[src/hw/rtl/tpg_pkg.sv]
`default_nettype none
package tpg_pkg;

    localparam int TIME_BITS_DEF  = 32;
    localparam int CFG_INDEX_BITS = 8;
    localparam int QUEUE_DEPTH    = 2;

    localparam logic [CFG_INDEX_BITS-1:0] CFG_DEBOUNCE      = 8'd0;
    localparam logic [CFG_INDEX_BITS-1:0] CFG_TAP_MIN_TIME  = 8'd1;
    localparam logic [CFG_INDEX_BITS-1:0] CFG_TAP_MAX_TIME  = 8'd2;
    localparam logic [CFG_INDEX_BITS-1:0] CFG_SWIPE_GAP     = 8'd3;

    localparam logic [31:0] DEBOUNCE_RST      = 32'd20;
    localparam logic [31:0] TAP_MIN_TIME_RST  = 32'd50;
    localparam logic [31:0] TAP_MAX_TIME_RST  = 32'd500;
    localparam logic [31:0] SWIPE_GAP_RST     = 32'd300;

    localparam logic [1:0] G_NONE  = 2'd0;
    localparam logic [1:0] G_TAP   = 2'd1;
    localparam logic [1:0] G_SWIPE = 2'd2;

    typedef enum logic [2:0] {
        ST_IDLE     = 3'd0,
        ST_ONE      = 3'd1,
        ST_TWO      = 3'd2,
        ST_REL_NONE = 3'd3,
        ST_REL_ONE  = 3'd4
    } gst_t;

    typedef struct packed {
        logic [31:0] debounce_ticks;
        logic [31:0] tap_min_time;
        logic [31:0] tap_max_time;
        logic [31:0] swipe_gap;
    } cfg_t;

    typedef struct packed {
        logic full;
        logic empty;
    } qstat_t;

endpackage
`default_nettype wire

[src/hw/rtl/tpg_front.sv]
`default_nettype none
module tpg_front #(
    parameter int TIME_BITS = tpg_pkg::TIME_BITS_DEF
) (
    input  wire logic                 clk,
    input  wire logic                 rst_n,
    input  wire logic                 in_valid,
    output logic                      in_ready,
    input  wire logic                 pad,
    input  wire logic                 raw_level,
    input  wire logic [31:0]          now,
    input  wire tpg_pkg::cfg_t        cfg,
    input  wire tpg_pkg::qstat_t      qstat,
    output logic                      push,
    output logic                      push_pad,
    output logic                      push_clean,
    output logic [TIME_BITS-1:0]      push_now
);
    import tpg_pkg::*;

    logic                 last_raw_reg    [2];
    logic [TIME_BITS-1:0] change_time_reg [2];
    logic                 debounced_reg   [2];

    logic [TIME_BITS-1:0] now_t;
    logic [TIME_BITS-1:0] held_time;
    logic                 changed;
    logic                 held;
    logic                 clean_next;

    assign in_ready  = !qstat.full;
    assign push      = in_valid && in_ready;
    assign now_t     = now[TIME_BITS-1:0];
    assign held_time = now_t - change_time_reg[pad];
    assign changed   = raw_level != last_raw_reg[pad];
    assign held      = 32'(held_time) > cfg.debounce_ticks;

    always_comb
    begin
        clean_next = debounced_reg[pad];
        if (!changed && held)
        begin
            clean_next = last_raw_reg[pad];
        end
    end

    assign push_pad   = pad;
    assign push_clean = clean_next;
    assign push_now   = now_t;

    always_ff @(posedge clk or negedge rst_n)
    begin
        if (!rst_n)
        begin
            for (int i = 0; i < 2; i++)
            begin
                last_raw_reg[i]    <= 1'b0;
                change_time_reg[i] <= '0;
                debounced_reg[i]   <= 1'b0;
            end
        end
        else if (push)
        begin
            if (changed)
            begin
                last_raw_reg[pad]    <= raw_level;
                change_time_reg[pad] <= now_t;
            end
            debounced_reg[pad] <= clean_next;
        end
    end

endmodule
`default_nettype wire

[src/hw/rtl/tpg_fifo.sv]
`default_nettype none
module tpg_fifo #(
    parameter int WIDTH = 34,
    parameter int DEPTH = tpg_pkg::QUEUE_DEPTH
) (
    input  wire logic             clk,
    input  wire logic             rst_n,
    input  wire logic             push,
    input  wire logic [WIDTH-1:0] push_data,
    input  wire logic             pop,
    output logic      [WIDTH-1:0] pop_data,
    output tpg_pkg::qstat_t       qstat
);
    import tpg_pkg::*;

    localparam int PTR_BITS = (DEPTH > 1) ? $clog2(DEPTH) : 1;
    localparam int CNT_BITS = $clog2(DEPTH + 1);

    logic [WIDTH-1:0]    mem_reg [DEPTH];
    logic [PTR_BITS-1:0] wr_ptr_reg;
    logic [PTR_BITS-1:0] rd_ptr_reg;
    logic [CNT_BITS-1:0] count_reg;
    logic [PTR_BITS-1:0] wr_ptr_next;
    logic [PTR_BITS-1:0] rd_ptr_next;

    assign pop_data    = mem_reg[rd_ptr_reg];
    assign qstat.full  = count_reg == CNT_BITS'(DEPTH);
    assign qstat.empty = count_reg == '0;

    assign wr_ptr_next = (wr_ptr_reg == PTR_BITS'(DEPTH - 1)) ? '0 : wr_ptr_reg + 1'b1;
    assign rd_ptr_next = (rd_ptr_reg == PTR_BITS'(DEPTH - 1)) ? '0 : rd_ptr_reg + 1'b1;

    always_ff @(posedge clk)
    begin
        if (push)
        begin
            mem_reg[wr_ptr_reg] <= push_data;
        end
    end

    always_ff @(posedge clk or negedge rst_n)
    begin
        if (!rst_n)
        begin
            wr_ptr_reg <= '0;
            rd_ptr_reg <= '0;
            count_reg  <= '0;
        end
        else
        begin
            if (push)
            begin
                wr_ptr_reg <= wr_ptr_next;
            end
            if (pop)
            begin
                rd_ptr_reg <= rd_ptr_next;
            end
            if (push && !pop)
            begin
                count_reg <= count_reg + 1'b1;
            end
            else if (pop && !push)
            begin
                count_reg <= count_reg - 1'b1;
            end
        end
    end

endmodule
`default_nettype wire

[src/hw/rtl/tpg_back.sv]
`default_nettype none
module tpg_back #(
    parameter int TIME_BITS = tpg_pkg::TIME_BITS_DEF
) (
    input  wire logic                 clk,
    input  wire logic                 rst_n,
    input  wire tpg_pkg::qstat_t      qstat,
    input  wire logic                 q_pad,
    input  wire logic                 q_clean,
    input  wire logic [TIME_BITS-1:0] q_now,
    input  wire tpg_pkg::cfg_t        cfg,
    output logic                      pop,
    output logic                      out_valid,
    input  wire logic                 out_ready,
    output logic [1:0]                gesture,
    output logic                      swipe_from,
    output logic                      swipe_to,
    output logic                      clean_level
);
    import tpg_pkg::*;

    gst_t                 state_reg, state_next;
    logic                 slot_pad_reg   [2];
    logic [TIME_BITS-1:0] slot_start_reg [2];
    logic [TIME_BITS-1:0] slot_end_reg   [2];
    logic                 slot_pad_next   [2];
    logic [TIME_BITS-1:0] slot_start_next [2];
    logic [TIME_BITS-1:0] slot_end_next   [2];

    logic       out_valid_reg;
    logic [1:0] gesture_reg, gesture_next;
    logic       from_reg, from_next;
    logic       to_reg, to_next;
    logic       clean_reg;

    logic                 on_slot0;
    logic [TIME_BITS-1:0] gap;
    logic [TIME_BITS-1:0] dur0;
    logic                 gap_over;
    logic                 lone_tap;
    logic [TIME_BITS-1:0] e0;
    logic [TIME_BITS-1:0] e1;
    logic [TIME_BITS-1:0] sdiff;
    logic [TIME_BITS-1:0] ediff;
    logic [TIME_BITS-1:0] dur2;
    logic                 later;
    logic                 pair_tap;
    logic                 pair_swipe;

    assign pop = !qstat.empty && (!out_valid_reg || out_ready);

    assign on_slot0 = slot_pad_reg[0] == q_pad;
    assign gap      = q_now - slot_end_reg[0];
    assign dur0     = slot_end_reg[0] - slot_start_reg[0];
    assign gap_over = 32'(gap) > cfg.swipe_gap;
    assign lone_tap = (cfg.tap_min_time < 32'(dur0)) && (32'(dur0) < cfg.tap_max_time);

    // final release: the releasing pad's slot takes the current time first
    assign e0    = on_slot0 ? q_now : slot_end_reg[0];
    assign e1    = on_slot0 ? slot_end_reg[1] : q_now;
    assign sdiff = slot_start_reg[1] - slot_start_reg[0];
    assign later = e1 >= e0;
    assign ediff = later ? (e1 - e0) : (e0 - e1);
    assign dur2  = later ? (e1 - slot_start_reg[0]) : (e0 - slot_start_reg[0]);
    assign pair_tap = (32'(sdiff) <= cfg.tap_min_time) && (32'(ediff) <= cfg.tap_min_time)
                   && (cfg.tap_min_time < 32'(dur2)) && (32'(dur2) < cfg.tap_max_time);
    assign pair_swipe = (32'(sdiff) > cfg.tap_min_time) && later
                     && (32'(ediff) > cfg.tap_min_time);

    always_comb
    begin
        state_next = state_reg;
        if (pop)
        begin
            unique case (state_reg)
                ST_ONE:
                begin
                    if (q_clean && !on_slot0)
                    begin
                        state_next = ST_TWO;
                    end
                    else if (!q_clean && on_slot0)
                    begin
                        state_next = ST_REL_NONE;
                    end
                end
                ST_TWO:
                begin
                    if (!q_clean)
                    begin
                        state_next = ST_REL_ONE;
                    end
                end
                ST_REL_NONE:
                begin
                    if (q_clean)
                    begin
                        state_next = ST_REL_ONE;
                    end
                    else if (gap_over)
                    begin
                        state_next = ST_IDLE;
                    end
                end
                ST_REL_ONE:
                begin
                    if (!q_clean)
                    begin
                        state_next = ST_IDLE;
                    end
                end
                default:
                begin
                    state_next = q_clean ? ST_ONE : ST_IDLE;
                end
            endcase
        end
    end

    always_comb
    begin
        for (int i = 0; i < 2; i++)
        begin
            slot_pad_next[i]   = slot_pad_reg[i];
            slot_start_next[i] = slot_start_reg[i];
            slot_end_next[i]   = slot_end_reg[i];
        end
        gesture_next = G_NONE;
        from_next    = 1'b0;
        to_next      = 1'b0;
        unique case (state_reg)
            ST_ONE:
            begin
                if (q_clean && !on_slot0)
                begin
                    slot_pad_next[1]   = q_pad;
                    slot_start_next[1] = q_now;
                end
                else if (!q_clean && on_slot0)
                begin
                    slot_end_next[0] = q_now;
                end
            end
            ST_TWO:
            begin
                if (!q_clean)
                begin
                    slot_end_next[0] = e0;
                    slot_end_next[1] = e1;
                end
            end
            ST_REL_NONE:
            begin
                if (q_clean)
                begin
                    slot_pad_next[1]   = q_pad;
                    slot_start_next[1] = q_now;
                end
                else if (gap_over && lone_tap)
                begin
                    gesture_next = G_TAP;
                end
            end
            ST_REL_ONE:
            begin
                if (!q_clean)
                begin
                    slot_end_next[0] = e0;
                    slot_end_next[1] = e1;
                    if (pair_tap)
                    begin
                        gesture_next = G_TAP;
                    end
                    else if (pair_swipe)
                    begin
                        gesture_next = G_SWIPE;
                        from_next    = slot_pad_reg[0];
                        to_next      = slot_pad_reg[1];
                    end
                end
            end
            default:
            begin
                if (q_clean)
                begin
                    slot_pad_next[0]   = q_pad;
                    slot_start_next[0] = q_now;
                end
            end
        endcase
    end

    always_ff @(posedge clk or negedge rst_n)
    begin
        if (!rst_n)
        begin
            state_reg     <= ST_IDLE;
            out_valid_reg <= 1'b0;
            for (int i = 0; i < 2; i++)
            begin
                slot_pad_reg[i]   <= 1'b0;
                slot_start_reg[i] <= '0;
                slot_end_reg[i]   <= '0;
            end
        end
        else
        begin
            state_reg <= state_next;
            if (pop)
            begin
                out_valid_reg <= 1'b1;
                for (int i = 0; i < 2; i++)
                begin
                    slot_pad_reg[i]   <= slot_pad_next[i];
                    slot_start_reg[i] <= slot_start_next[i];
                    slot_end_reg[i]   <= slot_end_next[i];
                end
            end
            else if (out_ready)
            begin
                out_valid_reg <= 1'b0;
            end
        end
    end

    always_ff @(posedge clk)
    begin
        if (pop)
        begin
            gesture_reg <= gesture_next;
            from_reg    <= from_next;
            to_reg      <= to_next;
            clean_reg   <= q_clean;
        end
    end

    assign out_valid   = out_valid_reg;
    assign gesture     = gesture_reg;
    assign swipe_from  = from_reg;
    assign swipe_to    = to_reg;
    assign clean_level = clean_reg;

endmodule
`default_nettype wire

[src/hw/rtl/two_pad_touch_gesture_detector.sv]
// Two-pad touch gesture detector.
// Input channel (in_valid/in_ready): one sample per request with pad index,
// raw touch level and a wrapping timestamp. The sample is debounced per pad
// and the clean level steps a tap/swipe gesture machine.
// Output channel (out_valid/out_ready): exactly one result per sample with
// gesture code (none, tap, swipe), swipe direction and the clean level.
// Config channel (cfg_valid/cfg_ready): cfg_index selects the debounce time,
// tap min time, tap max time or swipe gap; other indexes are dropped.
// cfg_ready is always high; write only while the block is idle.
// Throughput: one sample per cycle while out_ready is high, set by the gesture
// state update in the back end; debounce is done in the cycle of acceptance.
// A two-entry queue sits between debounce and the gesture machine, and the
// result sits in an output register.
// When out_ready is low the output register holds, the queue fills, and
// in_ready drops once two samples are waiting.
// Reset clears all pad and gesture machine state, empties the queue and loads
// the register defaults (20, 50, 500, 300).
`default_nettype none
module two_pad_touch_gesture_detector #(
    parameter int TIME_BITS = tpg_pkg::TIME_BITS_DEF
) (
    input  wire logic                               clk,
    input  wire logic                               rst_n,
    input  wire logic                               in_valid,
    output logic                                    in_ready,
    input  wire logic                               pad,
    input  wire logic                               raw_level,
    input  wire logic [31:0]                        now,
    input  wire logic                               cfg_valid,
    output logic                                    cfg_ready,
    input  wire logic [tpg_pkg::CFG_INDEX_BITS-1:0] cfg_index,
    input  wire logic [31:0]                        cfg_data,
    output logic                                    out_valid,
    input  wire logic                               out_ready,
    output logic [1:0]                              gesture,
    output logic                                    swipe_from,
    output logic                                    swipe_to,
    output logic                                    clean_level
);
    import tpg_pkg::*;

    localparam int Q_WIDTH = TIME_BITS + 2;

    cfg_t   cfg_reg;
    qstat_t qstat;

    logic                 push;
    logic                 push_pad;
    logic                 push_clean;
    logic [TIME_BITS-1:0] push_now;
    logic                 pop;
    logic [Q_WIDTH-1:0]   pop_data;

    assign cfg_ready = 1'b1;

    always_ff @(posedge clk or negedge rst_n)
    begin
        if (!rst_n)
        begin
            cfg_reg.debounce_ticks <= DEBOUNCE_RST;
            cfg_reg.tap_min_time   <= TAP_MIN_TIME_RST;
            cfg_reg.tap_max_time   <= TAP_MAX_TIME_RST;
            cfg_reg.swipe_gap      <= SWIPE_GAP_RST;
        end
        else if (cfg_valid && cfg_ready)
        begin
            unique case (cfg_index)
                CFG_DEBOUNCE:      cfg_reg.debounce_ticks <= cfg_data;
                CFG_TAP_MIN_TIME:  cfg_reg.tap_min_time   <= cfg_data;
                CFG_TAP_MAX_TIME:  cfg_reg.tap_max_time   <= cfg_data;
                CFG_SWIPE_GAP:     cfg_reg.swipe_gap      <= cfg_data;
                default:           cfg_reg <= cfg_reg;
            endcase
        end
    end

    tpg_front #(
        .TIME_BITS (TIME_BITS)
    ) u_front (
        .clk        (clk),
        .rst_n      (rst_n),
        .in_valid   (in_valid),
        .in_ready   (in_ready),
        .pad        (pad),
        .raw_level  (raw_level),
        .now        (now),
        .cfg        (cfg_reg),
        .qstat      (qstat),
        .push       (push),
        .push_pad   (push_pad),
        .push_clean (push_clean),
        .push_now   (push_now)
    );

    tpg_fifo #(
        .WIDTH (Q_WIDTH),
        .DEPTH (QUEUE_DEPTH)
    ) u_fifo (
        .clk       (clk),
        .rst_n     (rst_n),
        .push      (push),
        .push_data ({push_pad, push_clean, push_now}),
        .pop       (pop),
        .pop_data  (pop_data),
        .qstat     (qstat)
    );

    tpg_back #(
        .TIME_BITS (TIME_BITS)
    ) u_back (
        .clk         (clk),
        .rst_n       (rst_n),
        .qstat       (qstat),
        .q_pad       (pop_data[Q_WIDTH-1]),
        .q_clean     (pop_data[Q_WIDTH-2]),
        .q_now       (pop_data[TIME_BITS-1:0]),
        .cfg         (cfg_reg),
        .pop         (pop),
        .out_valid   (out_valid),
        .out_ready   (out_ready),
        .gesture     (gesture),
        .swipe_from  (swipe_from),
        .swipe_to    (swipe_to),
        .clean_level (clean_level)
    );

    a_queue_status: assert property (@(posedge clk) disable iff (!rst_n)
        !(qstat.full && qstat.empty))
        else $error("queue reports full and empty at once");

    a_no_push_when_full: assert property (@(posedge clk) disable iff (!rst_n)
        qstat.full |-> !push)
        else $error("sample pushed into a full queue");

    a_gesture_code: assert property (@(posedge clk) disable iff (!rst_n)
        out_valid |-> (gesture == G_NONE || gesture == G_TAP || gesture == G_SWIPE))
        else $error("undefined gesture code");

    a_dir_only_on_swipe: assert property (@(posedge clk) disable iff (!rst_n)
        (out_valid && gesture != G_SWIPE) |-> (!swipe_from && !swipe_to))
        else $error("swipe direction set without a swipe");

    a_pop_fills_output: assert property (@(posedge clk) disable iff (!rst_n)
        pop |=> out_valid)
        else $error("popped sample did not reach the output register");

endmodule
`default_nettype wire
[config.mk]
export PLATFORM = sky130hd
export DESIGN_NAME = two_pad_touch_gesture_detector
export DESIGN_NICKNAME = d
export VERILOG_FILES = /design/src/hw/rtl/tpg_pkg.sv /design/src/hw/rtl/tpg_front.sv /design/src/hw/rtl/tpg_fifo.sv /design/src/hw/rtl/tpg_back.sv /design/src/hw/rtl/two_pad_touch_gesture_detector.sv
export SDC_FILE = /design/constraint.sdc
export NUM_CORES = 1
export LEC_CHECK = 0
export BUFFER_PORTS_ARGS = -buffer_cell sky130_fd_sc_hd__buf_2
export CAP_MARGIN = 20
export CELL_PAD_IN_SITES_DETAIL_PLACEMENT = 0
export CELL_PAD_IN_SITES_GLOBAL_PLACEMENT = 1
export CORE_MARGIN = 2
export CORE_UTILIZATION = 50
export DETAILED_ROUTE_END_ITERATION = 7
export GPL_TIMING_DRIVEN = 0
export PLACE_DENSITY_LB_ADDON = 0.25
export REMOVE_ABC_BUFFERS = 1
export SYNTH_ARGS = -nofsm -noshare
export SYNTH_HDL_FRONTEND = slang
export SYNTH_SLANG_ARGS = --single-unit
[constraint.sdc]
create_clock -name clk -period 10.5 [get_ports clk]
set_input_delay 2.1 -clock clk [delete_from_list [all_inputs] [get_ports clk]]
set_output_delay 2.1 -clock clk [all_outputs]
set_load 0.01 [all_outputs]
-- After elaboration in Yosys (flattened, before gate mapping)
Memories as Yosys holds them, arrays and structs flattened.
Cells that the tools add are included.
- flip-flop bits (word level): 339
- latch bits: 0
- bits in writable memories: 68
- memory bits (read-only): 0
- bits of input ports: 79
- output and inout bits: 8
- logic and storage cells: 171
- memories: 1
- memories (name ; words ; bits a word ; read ports ; clocked after memory_dff ; wr ports ; line ; text):
    u_fifo.mem_reg ; 2 ; 34 ; 1 ; 0 ; 1 ; tpg_fifo.sv:19 ; logic [WIDTH-1:0] mem_reg [DEPTH];
- add/sub/neg operators: 12
- multipliers: 0
- div/mod/pow operators: 0
- order comparisons: 13
- equal/unequal tests: 19
- shift operators: 0
- multiplexer cells: 53
- bitwise operators: 5
- reduce and logical (&&, ||, !) cells: 43
- operators with widths (kind ; number):
    32-bit two-way mux ; 12
    32-bit subtractor ; 8
    32-bit > comparator ; 4
    32-bit < comparator ; 4
    32-bit one-hot mux with 2 select lines ; 2
    64-bit bitwise mux ; 1
    32-bit <= comparator ; 2
    64-bit two-way mux ; 1
    32-bit demux with 1-bit select ; 1
    32-bit >= comparator ; 1
    1-bit two-way mux ; 18
    3-bit two-way mux ; 6
    8-bit by 2-bit == test with 1-bit output (second input constant) ; 2
    1-bit logical AND ; 15
    2-bit two-way mux ; 6
    3-bit one-hot mux with 4 select lines ; 1
    2-bit != test (second input constant) ; 5
    2-bit AND reduction ; 5
    5-bit AND reduction ; 2
    8-bit by 1-bit == test with 1-bit output (second input constant) ; 1
    1-bit logical NOT ; 8
    8-bit logical NOT ; 1
    2-bit nonzero test ; 4
    4-bit OR reduction ; 2
    other kinds (25) ; 33

-- Logic depth before layout (Yosys ltp)
An unclocked memory read counts as a cell.
- word-level depth: 12
- mapped depth: 41
- gate-level depth less buffers: 35

-- Modules after synthesis
Synthesis repeated with hierarchy kept, for this count alone.
- cells, all modules: 3683
- area, all modules: 34416.8 sq um
- modules (own cells, without submodules) (module ; times used ; cells each ; area each (sq um) ; seq. area each (sq um)):
    tpg_back ; 1 ; 2727 ; 21225.4 ; 3503.4
    tpg_front ; 1 ; 557 ; 5596.6 ; 1701.6
    two_pad_touch_gesture_detector ; 1 ; 277 ; 4803.4 ; 3221.8
    tpg_fifo ; 1 ; 122 ; 2791.4 ; 2142.1

-- Least setup slack after synthesis
OpenSTA, ideal clock, no wires.
- path type: reg-to-reg
- from: register u_fifo.rd_ptr_reg
- to: register u_back.gesture_reg[0] (netlist: u_back.gesture[0]), data pin
- library setup time: 131 ps
- arrival: 7797 ps
- data required time: 10369 ps
- path slack: 2572 ps
- stages on the path, launching flop included: 40
- buffers on the path: 6
- period minus slack after synthesis: 7928 ps
- path through: dfrtp_1 -> buf_2 -> mux2i_1 -> xnor2_1 -> clkbuf_1 -> buf_1 -> nor2_1 -> a21oi_1 -> ha_1 -> and2_4 -> a221o_1 -> a21oi_2 -> a21oi_4 -> o221a_4 -> nor2_4 -> buf_6 -> buf_2 -> buf_2 -> [4 not listed] -> o31a_1 -> o211ai_1 -> a21boi_0 -> a21boi_0 -> o311ai_0 -> a21o_1 -> a21o_1 -> xnor2_1 -> ha_1 -> a21o_1 -> a21o_1 -> a21o_1 -> a21o_1 -> a21oi_1 -> o21ai_0 -> a2111o_1 -> nor4bb_1 -> a31o_1
- longest elaborated chain between the ends: 12
- elaborated cells on any way between the ends: 25
- those cells by class: 5 x add/sub; 5 x order compare; 1 x eq/ne; 9 x mux; 4 x reduce/logical; 1 x memory
- ends and longest elaborated chain (what ; line ; text):
    start: declaration ; tpg_fifo.sv:21 ; logic [PTR_BITS-1:0] rd_ptr_reg;
    start signal: assignment ; tpg_fifo.sv:57 ; rd_ptr_reg <= rd_ptr_next;
    memory read 2 x 34 bit * ; - ;
    1-bit == test ; tpg_back.sv:52 ; assign on_slot0 = slot_pad_reg[0] == q_pad;
    32-bit two-way mux (on tied branches) ; tpg_back.sv:59, tpg_back.sv:60 ;
    32-bit subtractor / 32-bit >= comparator (equally long branches) ; tpg_back.sv:63, tpg_back.sv:62 ;
    32-bit two-way mux ; tpg_back.sv:63 ; assign ediff = later ? (e1 - e0) : (e0 - e1);
    32-bit <= comparator ; tpg_back.sv:65 ; assign pair_tap = (32'(sdiff) <= cfg.tap_min_time) && (32'(ediff) <= cfg.tap_min_time)
    1-bit logical AND ; tpg_back.sv:65 ;
    1-bit logical AND (2 in series) ; tpg_back.sv:66 ; && (cfg.tap_min_time < 32'(dur2)) && (32'(dur2) < cfg.tap_max_time);
    2-bit two-way mux ; tpg_back.sv:170 ; if (pair_tap)
    2-bit two-way mux ; tpg_back.sv:166 ; if (!q_clean)
    2-bit one-hot mux with 2 select lines * ; tpg_back.sv:131 ; unique case (state_reg)
    end signal: assignment ; tpg_back.sv:230 ; gesture_reg <= gesture_next;
    end: declaration ; tpg_back.sv:31 ; logic [1:0] gesture_reg, gesture_next;
Every way passes the cells marked *; elsewhere a longest branch is shown, timed or not.
A chain may end at the register's enable or synchronous reset.

-- Worst setup path in the final report
Same ends and word-level chain as after synthesis.

==> results.cfg <==
[logic_synthesis]
ys_seq_elements = 407
synth_edf_count = 73
largest_area_contributor_in_the_netlist = sky130_fd_sc_hd__dfrtp_1
syn-instance-count = 3810
synth_top_area_share_pct = 23.5
mapped_area_mm2 = 0.0340
synth-warning-count = 0
ys_types = 100
ys_dominant_reg_cell = sky130_fd_sc_hd__dfrtp_1
ys_async_sr_fraction_pct = 82.1
synth_area_leaders = sky130_fd_sc_hd__dfrtp_1, sky130_fd_sc_hd__ha_1, sky130_fd_sc_hd__edfxtp_1
synthesis.area_per_instance_um2 = 8.91
seq_area_frac_synth_pct = 31.1

[layout]
fillerInstances = 6166
sequential_cell_area_mm2 = 0.0106
final_nets = 4418
syn2layout_area_growth_pct = 9.86
commonest_cells_after_routing_fill_and_taps_aside = sky130_fd_sc_hd__ha_1, sky130_fd_sc_hd__a21oi_1, sky130_fd_sc_hd__inv_1, sky130_fd_sc_hd__dfrtp_1, sky130_fd_sc_hd__nor2_1
layout-drive-gt1-share_pct = 11.4
final_cells = 4772
area_taken_by_multi_input_logic_gates_mm2 = 0.0215
number_of_flip_flops_under_the_largest_register_name = 128
most_common_cell_after_layout_fill_and_taps_aside = sky130_fd_sc_hd__ha_1
final_core_utilization_pct = 55.6

[routing]
route.antenna.remaining_nets = 0
wl_per_cell_um = 19.6
drt_first_pass_iters = 6
vias = 27500
drt-total-wl_mm = 93.3
initialDrtViolationCount = 1707
number_of_vias_per_cell = 5.75
drt_drc_violations_left = 0

[timing]
grt_setup_unrepaired = false
finalCriticalPeriod_ps = 10090
hold_viol = 0
timing_max_transition_violations_final = 0
finalSetupViolCount = 0
slew_headroom_pct = 21.0
clock_skew_ps = 29.2
period_share_pct = 96.1
max_clock_freq_mhz = 99.1
worstMarginPinSlew_ps = 1150

[placed_design]
io_buffer_count = 85
hpwl_mm = 75.9
finalWeightedCongestion = 0.927
dp.cells = 4680

[cts]
clock_sinks = 407
post_cts_hold_buffer_count = 0
tritoncts = built
htree_levels = 2
ctsRootBufferMaster = sky130_fd_sc_hd__clkbuf_16
clock_latency_on_the_worst_skew_pair_ps = 600
clock_tree.buffer_depth = 3
path_clk_slew_ps = 60
cts_made_buffers = 46

[worst_setup_path]
path_delay_family = compound AO/OA/AOI/OAI gates
startpoint_type_of_the_worst_setup_path = flop
worst_path_most_repeated_cell = sky130_fd_sc_hd__a21oi_1
max_fo_critical_path = 24
worst_ep_required_time_ps = 10810
slowest_stage = sky130_fd_sc_hd__o41ai_2
critPathBufInv = 4
worst_ep_arrival_time_ps = 10400
critPathMaxStageDelay_ps = 580
worst-setup-path-type = reg -> reg
worst_setup_path_end_kind = flop

[die]
floorplan.initialDensity_pct = 50.6
design.die.area_mm2 = 0.0700
die_w_um = 265
floorplan.rows = 95
die_height_um = 265
floorplan.io_pins = 87
fp.coreArea_mm2 = 0.0672

[global_route]
via_count_of_the_first_global_routing_pass = 26500
antenna_found_initial = 1
gr-total-overflow = 0
grt_start_max_net_pins = 114
global_route.usage.total_pct = 26.4
grt_pass1_wl_mm = 145

[job]
max_cap_viols = 0

[status]
outcome = complete, no violations

[worst_hold_path]
min-delay-path-class = reg -> reg
per-stage QoR:
stage	TNS [ps]	setup slack, ps	hold slack, ps	instance area, µm²
6_report	0	413	482	37300
5_1_grt	0	11.1	501	37300
4_1_cts	0	37.8	483	37200
3_5_place_dp	-660	-660	471	35600
3_3_place_gp	-18010	-6560	461	35000
2_1_floorplan	-929	-929	444	33500
synthesized netlist by cell type, types with 39 or more instances:
library cell               number
sky130_fd_sc_hd__xor2_1        61
sky130_fd_sc_hd__mux2_2       166
sky130_fd_sc_hd__mux2i_1       76
sky130_fd_sc_hd__clkbuf_1      79
sky130_fd_sc_hd__inv_1        393
sky130_fd_sc_hd__ha_1         471
sky130_fd_sc_hd__xnor2_1      127
sky130_fd_sc_hd__edfxtp_1      73
sky130_fd_sc_hd__nand3_1       43
sky130_fd_sc_hd__o21a_1        51
sky130_fd_sc_hd__nor2_1       266
sky130_fd_sc_hd__dfrtp_1      319
sky130_fd_sc_hd__nand2_1      248
sky130_fd_sc_hd__nor2b_1       39
sky130_fd_sc_hd__o21bai_1      40
sky130_fd_sc_hd__a21o_1       172
sky130_fd_sc_hd__a21oi_1      398
sky130_fd_sc_hd__o21ai_0      254
sky130_fd_sc_hd__nand4_1       64
timing repair:
| action | 4_1_cts | 5_1_grt |
|---|---|---|
| gates cloned | 0 | 1 |
| pin swaps | 0 | 1 |
| gates resized for setup | 6 | 5 |
| endpoints found under the setup margin | 1 | 1 |
| setup buffers | 0 | 5 |
metal layers:
metal	GRT usage, %	part of all wire, %
met3	2.57	4.2
met4	7.11	2.8
met5	0	0
met1	37.3	48
met2	43.2	45
cell families (layout without fill, tap and decap cells):
group / Yosys count / count (layout) / share of synthesized area [%]
compound gates: 1133 / 1133 / 20.8
simple gates: 843 / 844 / 11.8
buf+inv: 515 / 602 / 5.84
fa+ha+maj: 478 / 478 / 17.8
flops: 407 / 407 / 31.1
mux: 245 / 245 / 7.86
xor+xnor: 188 / 188 / 4.85
other cells: 1 / 2 / 0.0110
path summary, 6_finish.rpt:
kind | from | to | slack, ps | depth (start not counted)
min reg2reg | u_back.slot_pad_reg[0]$_DFFE_PN0P_ | u_back.slot_pad_reg[0]$_DFFE_PN0P_ | 480 | 2
max | u_fifo.rd_ptr_reg$_DFFE_PN0P_ | u_back.gesture[0]$_SDFFCE_PN0P_ | 410 | 35
max in group asynchronous | rst_n | u_back.slot_end_reg[20]$_DFFE_PN0P_ | 8030 | 2
min | u_back.slot_pad_reg[0]$_DFFE_PN0P_ | u_back.slot_pad_reg[0]$_DFFE_PN0P_ | 480 | 2
max reg2reg | u_fifo.rd_ptr_reg$_DFFE_PN0P_ | u_back.gesture[0]$_SDFFCE_PN0P_ | 410 | 35
min in group asynchronous | rst_n | u_front.change_time_reg[34]$_DFFE_PN0P_ | 1440 | 1
cell type report:
type                            instances  share of cell area [%]
Sequential cell                       407                    28.3
Clock buffer                           63                    3.59
Timing Repair Buffer                  124                    2.79
Tap cell                              873                    2.93
Clock inverter                         22                   0.664
Antenna cell                            1                 0.00671
Multi-Input combinational cell       2889                    57.7
Inverter                              393                    3.95
worst reg2reg max path, delay by kind of cell (launching register included):
kind	cells	cell delay, ps
AND/OR/NAND/NOR	9	1730
adder cells (fa/ha/maj)	3	1180
flip-flops	1	520
buffers and inverters	4	790
AO/OA/AOI/OAI	16	4600
XOR/XNOR	2	470
multiplexers	1	500
Power is left out: the tool's default activity adds up to more than one toggle a clock period on the data nets, which glitch-free logic cannot reach.
